==> src/sv/mqdd_pkg.sv <==
// ----------------------------------------------------------------------------
// mqdd_pkg - shared types and constants of the quadrature detent decoder
// Field widths, the transition step table, register map and event batch type.
// ----------------------------------------------------------------------------
`default_nettype none

package mqdd_pkg;

  // Pin fields carry at most four encoders
  localparam int unsigned PinLanes = 4;
  localparam int unsigned IdxW     = 2;
  localparam int unsigned AccW     = 5;
  localparam int unsigned ThrW     = 4;

  // APB register map
  localparam int unsigned PAddrW   = 3;
  localparam int unsigned PDataW   = 32;
  localparam logic        RegStepsPerDetent = 1'b0;   // paddr[2] of the register
  localparam logic [ThrW-1:0] StepsResetVal = 4'd4;

  // Events raised by one sample, one bit per lane
  typedef struct packed {
    logic [PinLanes-1:0] hit;
    logic [PinLanes-1:0] ccw;
  } batch_t;

  // Step for transition {previous_ab, current_ab}; bounces give zero
  function automatic logic signed [1:0] step_lut(input logic [3:0] trans);
    logic signed [1:0] s;
    unique case (trans)
      4'h1, 4'h7, 4'h8, 4'hE: s = -2'sd1;
      4'h2, 4'h4, 4'hB, 4'hD: s = 2'sd1;
      default:                s = 2'sd0;
    endcase
    return s;
  endfunction

endpackage

`default_nettype wire

==> src/sv/mqdd_if.sv <==
// ----------------------------------------------------------------------------
// mqdd_in_if / mqdd_out_if - valid/ready channels of the detent decoder
// Sample channel and event channel with their payload fields.
// ----------------------------------------------------------------------------
`default_nettype none

interface mqdd_in_if;
  logic       valid;
  logic       ready;
  logic       mode;
  logic [3:0] pin_a_levels;
  logic [3:0] pin_b_levels;

  modport source (output valid, mode, pin_a_levels, pin_b_levels, input ready);
  modport sink   (input valid, mode, pin_a_levels, pin_b_levels, output ready);
endinterface

interface mqdd_out_if;
  logic       valid;
  logic       ready;
  logic [1:0] encoder_index;
  logic       direction;
  logic       last_event;

  modport source (output valid, encoder_index, direction, last_event, input ready);
  modport sink   (input valid, encoder_index, direction, last_event, output ready);
endinterface

`default_nettype wire

==> src/sv/mqdd_apb.sv <==
// ----------------------------------------------------------------------------
// mqdd_apb - APB configuration register
// Holds steps_per_detent; writes complete on the access phase.
// ----------------------------------------------------------------------------
`default_nettype none

module mqdd_apb (
  input  wire logic                          clk_i,
  input  wire logic                          rst_ni,
  input  wire logic                          psel,
  input  wire logic                          penable,
  input  wire logic                          pwrite,
  input  wire logic [mqdd_pkg::PAddrW-1:0]   paddr,
  input  wire logic [mqdd_pkg::PDataW-1:0]   pwdata,
  output logic      [mqdd_pkg::PDataW-1:0]   prdata,
  output logic                               pready,
  output logic      [mqdd_pkg::ThrW-1:0]     steps_o
);

  logic [mqdd_pkg::ThrW-1:0] steps_q, steps_d;
  logic                      sel_steps;

  assign sel_steps = (paddr[2] == mqdd_pkg::RegStepsPerDetent);
  assign pready    = 1'b1;

  always_comb begin
    steps_d = steps_q;
    if (psel && penable && pwrite && sel_steps) begin
      steps_d = pwdata[mqdd_pkg::ThrW-1:0];
    end
  end

  always_ff @(posedge clk_i or negedge rst_ni) begin
    if (!rst_ni) begin
      steps_q <= mqdd_pkg::StepsResetVal;
    end else begin
      steps_q <= steps_d;
    end
  end

  assign prdata  = sel_steps ? {{(mqdd_pkg::PDataW-mqdd_pkg::ThrW){1'b0}}, steps_q}
                             : '0;
  assign steps_o = steps_q;

endmodule

`default_nettype wire

==> src/sv/mqdd_lane.sv <==
// ----------------------------------------------------------------------------
// mqdd_lane - one encoder channel
// Stores the last AB state and the step accumulator, flags detent events.
// ----------------------------------------------------------------------------
`default_nettype none

module mqdd_lane (
  input  wire logic                        clk_i,
  input  wire logic                        rst_ni,
  input  wire logic                        en_i,
  input  wire logic                        capture_i,
  input  wire logic [1:0]                  ab_i,
  input  wire logic [mqdd_pkg::ThrW-1:0]   thr_i,
  output logic                             hit_o,
  output logic                             ccw_o
);

  localparam int unsigned SumW = mqdd_pkg::AccW + 1;

  logic [1:0]                prev_q, prev_d;
  logic [mqdd_pkg::AccW-1:0] acc_q, acc_d;
  logic signed [SumW-1:0]    sum, thr_pos, thr_neg;
  logic signed [1:0]         step;
  logic                      moved;

  assign moved   = (ab_i != prev_q);
  assign step    = mqdd_pkg::step_lut({prev_q, ab_i});
  assign sum     = $signed({acc_q[mqdd_pkg::AccW-1], acc_q}) + SumW'(step);
  assign thr_pos = $signed({{(SumW-mqdd_pkg::ThrW){1'b0}}, thr_i});
  assign thr_neg = -thr_pos;

  always_comb begin
    prev_d = prev_q;
    acc_d  = acc_q;
    hit_o  = 1'b0;
    ccw_o  = 1'b0;
    if (en_i) begin
      if (capture_i) begin
        prev_d = ab_i;
        acc_d  = '0;
      end else if (moved) begin
        prev_d = ab_i;
        acc_d  = sum[mqdd_pkg::AccW-1:0];
        if (sum >= thr_pos) begin
          hit_o = 1'b1;
          acc_d = '0;
        end else if (sum <= thr_neg) begin
          hit_o = 1'b1;
          ccw_o = 1'b1;
          acc_d = '0;
        end
      end
    end
  end

  always_ff @(posedge clk_i or negedge rst_ni) begin
    if (!rst_ni) begin
      prev_q <= '0;
      acc_q  <= '0;
    end else begin
      prev_q <= prev_d;
      acc_q  <= acc_d;
    end
  end

endmodule

`default_nettype wire

==> src/sv/mqdd_evq.sv <==
// ----------------------------------------------------------------------------
// mqdd_evq - event batch register
// Holds the events of one sample and hands them out lowest encoder first.
// ----------------------------------------------------------------------------
`default_nettype none

module mqdd_evq (
  input  wire logic               clk_i,
  input  wire logic               rst_ni,
  input  wire logic               load_i,
  input  wire mqdd_pkg::batch_t   batch_i,
  output logic                    free_o,
  mqdd_out_if.source              out_m
);

  localparam int unsigned L = mqdd_pkg::PinLanes;

  logic [L-1:0]               hit_q, hit_d, rest;
  logic [L-1:0]               ccw_q, ccw_d;
  logic [mqdd_pkg::IdxW-1:0]  idx;
  logic                       take;

  assign rest = hit_q & (hit_q - L'(1));
  assign take = out_m.valid && out_m.ready;

  // lowest pending encoder
  always_comb begin
    idx = '0;
    for (int i = L - 1; i >= 0; i--) begin
      if (hit_q[i]) begin
        idx = mqdd_pkg::IdxW'(i);
      end
    end
  end

  assign free_o = (hit_q == '0) || (take && (rest == '0));

  always_comb begin
    hit_d = hit_q;
    ccw_d = ccw_q;
    if (load_i) begin
      hit_d = batch_i.hit;
      ccw_d = batch_i.ccw;
    end else if (take) begin
      hit_d = rest;
    end
  end

  always_ff @(posedge clk_i or negedge rst_ni) begin
    if (!rst_ni) begin
      hit_q <= '0;
    end else begin
      hit_q <= hit_d;
    end
  end

  always_ff @(posedge clk_i) begin
    ccw_q <= ccw_d;
  end

  assign out_m.valid         = (hit_q != '0);
  assign out_m.encoder_index = idx;
  assign out_m.direction     = ccw_q[idx];
  assign out_m.last_event    = (rest == '0);

endmodule

`default_nettype wire

==> src/sv/multi_quadrature_detent_decoder_core.sv <==
// ----------------------------------------------------------------------------
// multi_quadrature_detent_decoder_core - multi-encoder quadrature detent decoder
// A sample is registered on accept; when the event register is free, its events
//   are loaded there and the first is offered on the output.
// One sample per cycle when it raises at most one event and the output is not
//   stalled; a sample's k events (k <= 4) hold the event register until taken.
// Reset (async, active low): AB states and accumulators clear, steps = 4.
// ----------------------------------------------------------------------------
`default_nettype none

module multi_quadrature_detent_decoder_core #(
  parameter int unsigned NUM_ENCODERS = 4
) (
  input  wire logic                          clk_i,
  input  wire logic                          rst_ni,
  mqdd_in_if.sink                            in_s,
  mqdd_out_if.source                         out_m,
  input  wire logic                          psel,
  input  wire logic                          penable,
  input  wire logic                          pwrite,
  input  wire logic [mqdd_pkg::PAddrW-1:0]   paddr,
  input  wire logic [mqdd_pkg::PDataW-1:0]   pwdata,
  output logic      [mqdd_pkg::PDataW-1:0]   prdata,
  output logic                               pready
);

  // Only the encoders that have pins in the sample fields are built
  localparam int unsigned NumLanes =
    (NUM_ENCODERS > mqdd_pkg::PinLanes) ? mqdd_pkg::PinLanes : NUM_ENCODERS;

  // Configuration register
  logic [mqdd_pkg::ThrW-1:0] steps;

  mqdd_apb u_apb (
    .clk_i   (clk_i),
    .rst_ni  (rst_ni),
    .psel    (psel),
    .penable (penable),
    .pwrite  (pwrite),
    .paddr   (paddr),
    .pwdata  (pwdata),
    .prdata  (prdata),
    .pready  (pready),
    .steps_o (steps)
  );

  // Input register: one sample waiting for the lanes
  logic                           smp_vld_q, smp_vld_d;
  logic                           mode_q;
  logic [mqdd_pkg::PinLanes-1:0]  pa_q, pb_q;
  logic                           batch_free;
  logic                           fire;
  logic                           in_take;

  // The sample is processed once the event register can take its batch
  assign fire     = smp_vld_q && batch_free;
  assign in_s.ready = !smp_vld_q || fire;
  assign in_take  = in_s.valid && in_s.ready;

  always_comb begin
    smp_vld_d = smp_vld_q;
    if (in_take) begin
      smp_vld_d = 1'b1;
    end else if (fire) begin
      smp_vld_d = 1'b0;
    end
  end

  always_ff @(posedge clk_i or negedge rst_ni) begin
    if (!rst_ni) begin
      smp_vld_q <= 1'b0;
    end else begin
      smp_vld_q <= smp_vld_d;
    end
  end

  always_ff @(posedge clk_i) begin
    if (in_take) begin
      mode_q <= in_s.mode;
      pa_q   <= in_s.pin_a_levels;
      pb_q   <= in_s.pin_b_levels;
    end
  end

  // Per-encoder lanes; missing lanes report no events
  mqdd_pkg::batch_t batch;

  for (genvar g = 0; g < mqdd_pkg::PinLanes; g++) begin : g_lane
    if (g < NumLanes) begin : g_on
      mqdd_lane u_lane (
        .clk_i     (clk_i),
        .rst_ni    (rst_ni),
        .en_i      (fire),
        .capture_i (mode_q),
        .ab_i      ({pa_q[g], pb_q[g]}),
        .thr_i     (steps),
        .hit_o     (batch.hit[g]),
        .ccw_o     (batch.ccw[g])
      );
    end else begin : g_off
      assign batch.hit[g] = 1'b0;
      assign batch.ccw[g] = 1'b0;
    end
  end

  // Event register drains the batch one transaction per cycle while the sink is ready
  mqdd_evq u_evq (
    .clk_i   (clk_i),
    .rst_ni  (rst_ni),
    .load_i  (fire),
    .batch_i (batch),
    .free_o  (batch_free),
    .out_m   (out_m)
  );

endmodule

`default_nettype wire

==> src/flat_wrapper.sv <==
// flat-port wrapper written by rule: the top's interface ports become plain ports
module multi_quadrature_detent_decoder_core_flat 
#(
  parameter int unsigned NUM_ENCODERS = 4
)
  (clk_i, rst_ni, psel, penable, pwrite, paddr, pwdata, prdata, pready, in_s_valid, in_s_mode, in_s_pin_a_levels, in_s_pin_b_levels, in_s_ready, out_m_valid, out_m_encoder_index, out_m_direction, out_m_last_event, out_m_ready);
  mqdd_in_if in_s_i ();
  mqdd_out_if out_m_i ();
  input  wire logic clk_i;
  input  wire logic rst_ni;
  input  wire logic psel;
  input  wire logic penable;
  input  wire logic pwrite;
  input  wire logic [mqdd_pkg::PAddrW-1:0] paddr;
  input  wire logic [mqdd_pkg::PDataW-1:0] pwdata;
  output logic      [mqdd_pkg::PDataW-1:0] prdata;
  output logic pready;
  input wire logic [$bits(in_s_i.valid)-1:0] in_s_valid;
  input wire logic [$bits(in_s_i.mode)-1:0] in_s_mode;
  input wire logic [$bits(in_s_i.pin_a_levels)-1:0] in_s_pin_a_levels;
  input wire logic [$bits(in_s_i.pin_b_levels)-1:0] in_s_pin_b_levels;
  output wire logic [$bits(in_s_i.ready)-1:0] in_s_ready;
  output wire logic [$bits(out_m_i.valid)-1:0] out_m_valid;
  output wire logic [$bits(out_m_i.encoder_index)-1:0] out_m_encoder_index;
  output wire logic [$bits(out_m_i.direction)-1:0] out_m_direction;
  output wire logic [$bits(out_m_i.last_event)-1:0] out_m_last_event;
  input wire logic [$bits(out_m_i.ready)-1:0] out_m_ready;
  assign in_s_i.valid = in_s_valid;
  assign in_s_i.mode = in_s_mode;
  assign in_s_i.pin_a_levels = in_s_pin_a_levels;
  assign in_s_i.pin_b_levels = in_s_pin_b_levels;
  assign in_s_ready = in_s_i.ready;
  assign out_m_valid = out_m_i.valid;
  assign out_m_encoder_index = out_m_i.encoder_index;
  assign out_m_direction = out_m_i.direction;
  assign out_m_last_event = out_m_i.last_event;
  assign out_m_i.ready = out_m_ready;
  multi_quadrature_detent_decoder_core #(.NUM_ENCODERS(NUM_ENCODERS)) u_core (.clk_i(clk_i), .rst_ni(rst_ni), .in_s(in_s_i), .out_m(out_m_i), .psel(psel), .penable(penable), .pwrite(pwrite), .paddr(paddr), .pwdata(pwdata), .prdata(prdata), .pready(pready));
endmodule
==> config.mk <==
export PLATFORM = sky130hd
export DESIGN_NAME = multi_quadrature_detent_decoder_core_flat
export DESIGN_NICKNAME = d
export VERILOG_FILES = /design/src/sv/mqdd_pkg.sv /design/src/sv/mqdd_if.sv /design/src/sv/mqdd_apb.sv /design/src/sv/mqdd_lane.sv /design/src/sv/mqdd_evq.sv /design/src/sv/multi_quadrature_detent_decoder_core.sv /design/src/flat_wrapper.sv
export SDC_FILE = /design/constraint.sdc
export NUM_CORES = 1
export LEC_CHECK = 0
export ABC_AREA = 1
export BUFFER_PORTS_ARGS = -buffer_cell sky130_fd_sc_hd__buf_2
export CAP_MARGIN = 20
export CELL_PAD_IN_SITES_DETAIL_PLACEMENT = 1
export CELL_PAD_IN_SITES_GLOBAL_PLACEMENT = 1
export CORE_MARGIN = 8
export CORE_UTILIZATION = 42
export CTS_BUF_LIST = sky130_fd_sc_hd__clkbuf_8
export DETAILED_ROUTE_END_ITERATION = 8
export HOLD_SLACK_MARGIN = 0.1
export PLACE_DENSITY_LB_ADDON = 0.2
export SLEW_MARGIN = 20
export SYNTH_ARGS = -nofsm -noshare
export SYNTH_HDL_FRONTEND = slang
export SYNTH_SLANG_ARGS = --single-unit
export TNS_END_PERCENT = 5
==> constraint.sdc <==
create_clock -name clk_i -period 4.1 [get_ports clk_i]
set_input_delay 0.41 -clock clk_i [delete_from_list [all_inputs] [get_ports clk_i]]
set_output_delay 0.41 -clock clk_i [all_outputs]
set_load 0.01 [all_outputs]
==> flow_metrics.py <==
metrics = {
    "drt": {
        "drt_pre_antenna_iters": 6,
        "postRouteAntennaNets": 0,
        "drt_wl_total_um": 12100,
        "wl_met3_um": 453,
        "met2_length_um": 6029,
        "vias": 4053,
        "wl_per_cell_um": 14.92,
        "drtIter0Drc": 146,
        "drcViolationCount": 0,
        "vias_per_cell": 4.998,
        "wl_met1_um": 5476,
        "topRoutingLayerUsed": "met4",
    },
    "yosys": {
        "synth.distinct_cells": 33,
        "ys_seq_area_share_pct": 27.54,
        "synth_top_family_by_area": "simple AND/OR/NAND/NOR gates",
        "synth_seq_cells": 50,
        "synthMuxAreaShare_pct": 0,
        "yosys.area_share.xor_xnor_pct": 4.576,
        "synth_fa_ha_area_share_pct": 21.81,
        "ys.flop_type": "dfrtp_1",
        "syn_area_um2": 4785,
        "synthDominantCellAreaShare_pct": 20.14,
        "syn_area_per_cell_um2": 7.595,
        "async_flop_share_pct": 74.00,
        "netlist_instances": 630,
        "synth_warnings": 0,
        "synth_compound_area_share_pct": 8.656,
        "synth_top_area_cell": "ha_1",
        "synth_area_leaders": "ha_1, dfrtp_1, nand2_1",
        "synthSimpleGateAreaFrac_pct": 24.71,
        "synth-edff-count": 13,
    },
    "clocking": {
        "post_cts_buffers": 0,
        "cts.reportedPaths.clkPinSlew_ns": 0.11,
        "clk_path_buf_depth": 2,
        "ctsHoldBuffers": 0,
        "cts_buffers": 5,
        "cts.sinks": 50,
        "ctsResizeCount": 0,
        "cts_tree": "yes",
        "htreeDepth": 2,
        "clkLatencyLatePin_ns": 0.33,
        "cts_root_buf": "clkbuf_8",
    },
    "global_route": {
        "grt.total_usage_pct": 16.90,
        "grt_max_degree": 38,
        "antenna_found_initial": 0,
        "overflow": 0,
        "grt_pass1_wl_um": 20420,
        "grt_pass1_vias": 4343,
    },
    "placed_design": {
        "io_buffer_count": 30,
        "gp_congestion": 0.8600,
        "dp_hpwl_um": 9910,
    },
    "floorplanning": {
        "fp.coreArea_um2": 11270,
        "dieArea_um2": 15060,
        "die_h_um": 122.7,
        "initial_utilization_pct": 42.45,
        "pin_count": 90,
        "rows": 39,
        "die_w_um": 122.7,
    },
    "timing": {
        "rsz0062_at_grt": "no",
        "finalSetupViolations": 0,
        "tightest_slew_ns": 0.9607,
        "period_share_pct": 91.17,
        "finalCriticalPeriod_ns": 3.738,
        "tns_ns": 0,
        "relSlewSlack_pct": 35.95,
        "fmaxAchievable_mhz": 267.5,
        "skew_ns": 0.01428,
        "hold_viol": 0,
        "finalMaxSlewViolations": 0,
    },
    "critical_path": {
        "worstSetupPathType": "register to register",
        "end_kind": "register",
        "worstReg2RegEnd": "u_core.u_evq.hit_q[3]",
        "rr_worst_depth": 21,
        "cp.required_ns": 4.32,
        "critPathSlowestCell": "edfxtp_1",
        "critPathTopFamily": "adder cells",
        "path_cells": "inv_1 -> ha_1 -> xnor2_1 -> xor2_1 -> inv_1 -> ha_1 -> fa_1 -> nand3_1 -> nand2_1 -> xor2_1 -> inv_1 -> ha_1 -> nand2_1 -> nor2_1 -> o21ai_0 -> nand4_1 -> nand2_1 -> inv_1 -> nand2_1 -> nand2_1 -> a21oi_1",
        "critPathMaxFanout": 6,
        "startpoint_type": "register",
        "cpPeakStageDelay_ns": 0.44,
        "ff2ff_setup_slack_ns": 0.36,
        "cpMostUsedCell": "nand2_1",
        "cp.arrival_ns": 3.96,
        "rr_startpoint": "u_core.pb_q[3]",
        "crit_buf_inv": 4,
    },
    "final_layout": {
        "fin_util_pct": 45.47,
        "layout_common_cells": "nand2_1, inv_1, ha_1",
        "drive_gt1_share_pct": 8.832,
        "syn_to_final_growth_pct": 7.113,
        "multi_input_area_um2": 2968,
        "n_antenna_cell": 0,
        "final_common_cell": "nand2_1",
        "seqCellArea_um2": 1318,
        "final_nets": 799,
        "fillCellCount": 1464,
    },
    "run_status": {
        "status": "complete, no violations",
    },
    "pwr": {
        "vdd_drop_max_mv": 0.3390,
        "p_per_area_nw_per_um2": 913.7,
        "cellLeakagePower_nw": 2.858,
    },
    "min_path": {
        "hp-class": "input port to asynchronous set/reset pin",
    },
    "flow_run": {
        "maxCapViolCount": 0,
    },
}
[area by class of cell]
| cell class | instances | share of cell area (%) |
|---|---|---|
| clock buffer | 5 | 1.343 |
| clock inverter | 3 | 0.8057 |
| inverter | 100 | 7.373 |
| multi-input combinational | 477 | 57.91 |
| sequential | 50 | 25.71 |
| tap | 143 | 3.491 |
| timing repair buffer | 33 | 3.369 |
[synthesized netlist by cell type (5+ instances only)]
master,instances
a21oi_1,30
buf_4,29
dfrtp_1,36
edfxtp_1,13
ha_1,77
inv_1,97
nand2_1,175
nand3_1,24
nand4_1,18
nor2_1,35
nor2_4,5
o21ai_0,7
o21ai_1,22
xnor2_1,9
xor2_1,16
[how the worst max path moves through the flow]
stage | startpoint | endpoint | slack, ns | cells past startpoint
floorplan | u_core.pb_q[0] | u_core.u_evq.ccw_q[0] | 0.95 | 16
global placement | u_core.pb_q[3] | u_core.u_evq.hit_q[3] | 0.49 | 21
detailed placement | u_core.pb_q[3] | u_core.u_evq.hit_q[3] | 0.32 | 21
CTS | u_core.pb_q[3] | u_core.u_evq.hit_q[3] | 0.30 | 21
global route | u_core.pb_q[3] | u_core.u_evq.hit_q[3] | 0.04 | 21
finish | u_core.pb_q[3] | u_core.u_evq.hit_q[3] | 0.36 | 21
[per-stage QoR]
stage / area, um2 / worst slack [ns] / hold slack, ns / power [mW] / instances
CTS: 5125 / 0.3044 / 0.2433 / 4.744 / 811
finish: 5125 / 0.3621 / 0.2266 / 4.683 / 811
floorplan: 4886 / 0.9478 / 0.1144 / 3.403 / 657
global placement: 5015 / 0.4928 / 0.4706 / 4.119 / 803
detailed placement: 5015 / 0.3176 / 0.4799 / 4.352 / 803
global route: 5125 / 0.04042 / 0.2412 / 5.267 / 811
[layer usage]
layer | track usage, % | up-vias
met3 | 2.576 | 11
met5 | 0 | -
met2 | 30.85 | 55
met1 | 20.26 | 1947
met4 | 4.037 | 0
li1 | - | 2040
[registers in the layout, summed over array words and instances, names as in the netlist]
name,cells
u_core.g_lane.g_on.u_lane.acc_q,20
u_core.u_evq.ccw_q,4
u_core.mode_q,1
u_core.g_lane.g_on.u_lane.prev_q,8
u_core.pb_q,4
u_core.pa_q,4
u_core.u_apb.steps_o,4
u_core.u_evq.hit_q,4
u_core.smp_vld_q,1
[cells by family after synthesis]
kind of cell / Yosys count
simple gates: 271
buf+inv: 130
fa+ha+maj: 81
compound gates: 71
flops: 50
xor+xnor: 25
other cells: 2
[power by group]
part	leakage, nW	total, mW	switching (mW)	internal, mW
Combinational	2.20	3.46	2.22	1.24
Clock	0.0556	0.371	0.190	0.180
Sequential	0.600	0.853	0.163	0.690
Total	2.86	4.68	2.57	2.11
Power figures use the tool's default switching activity.
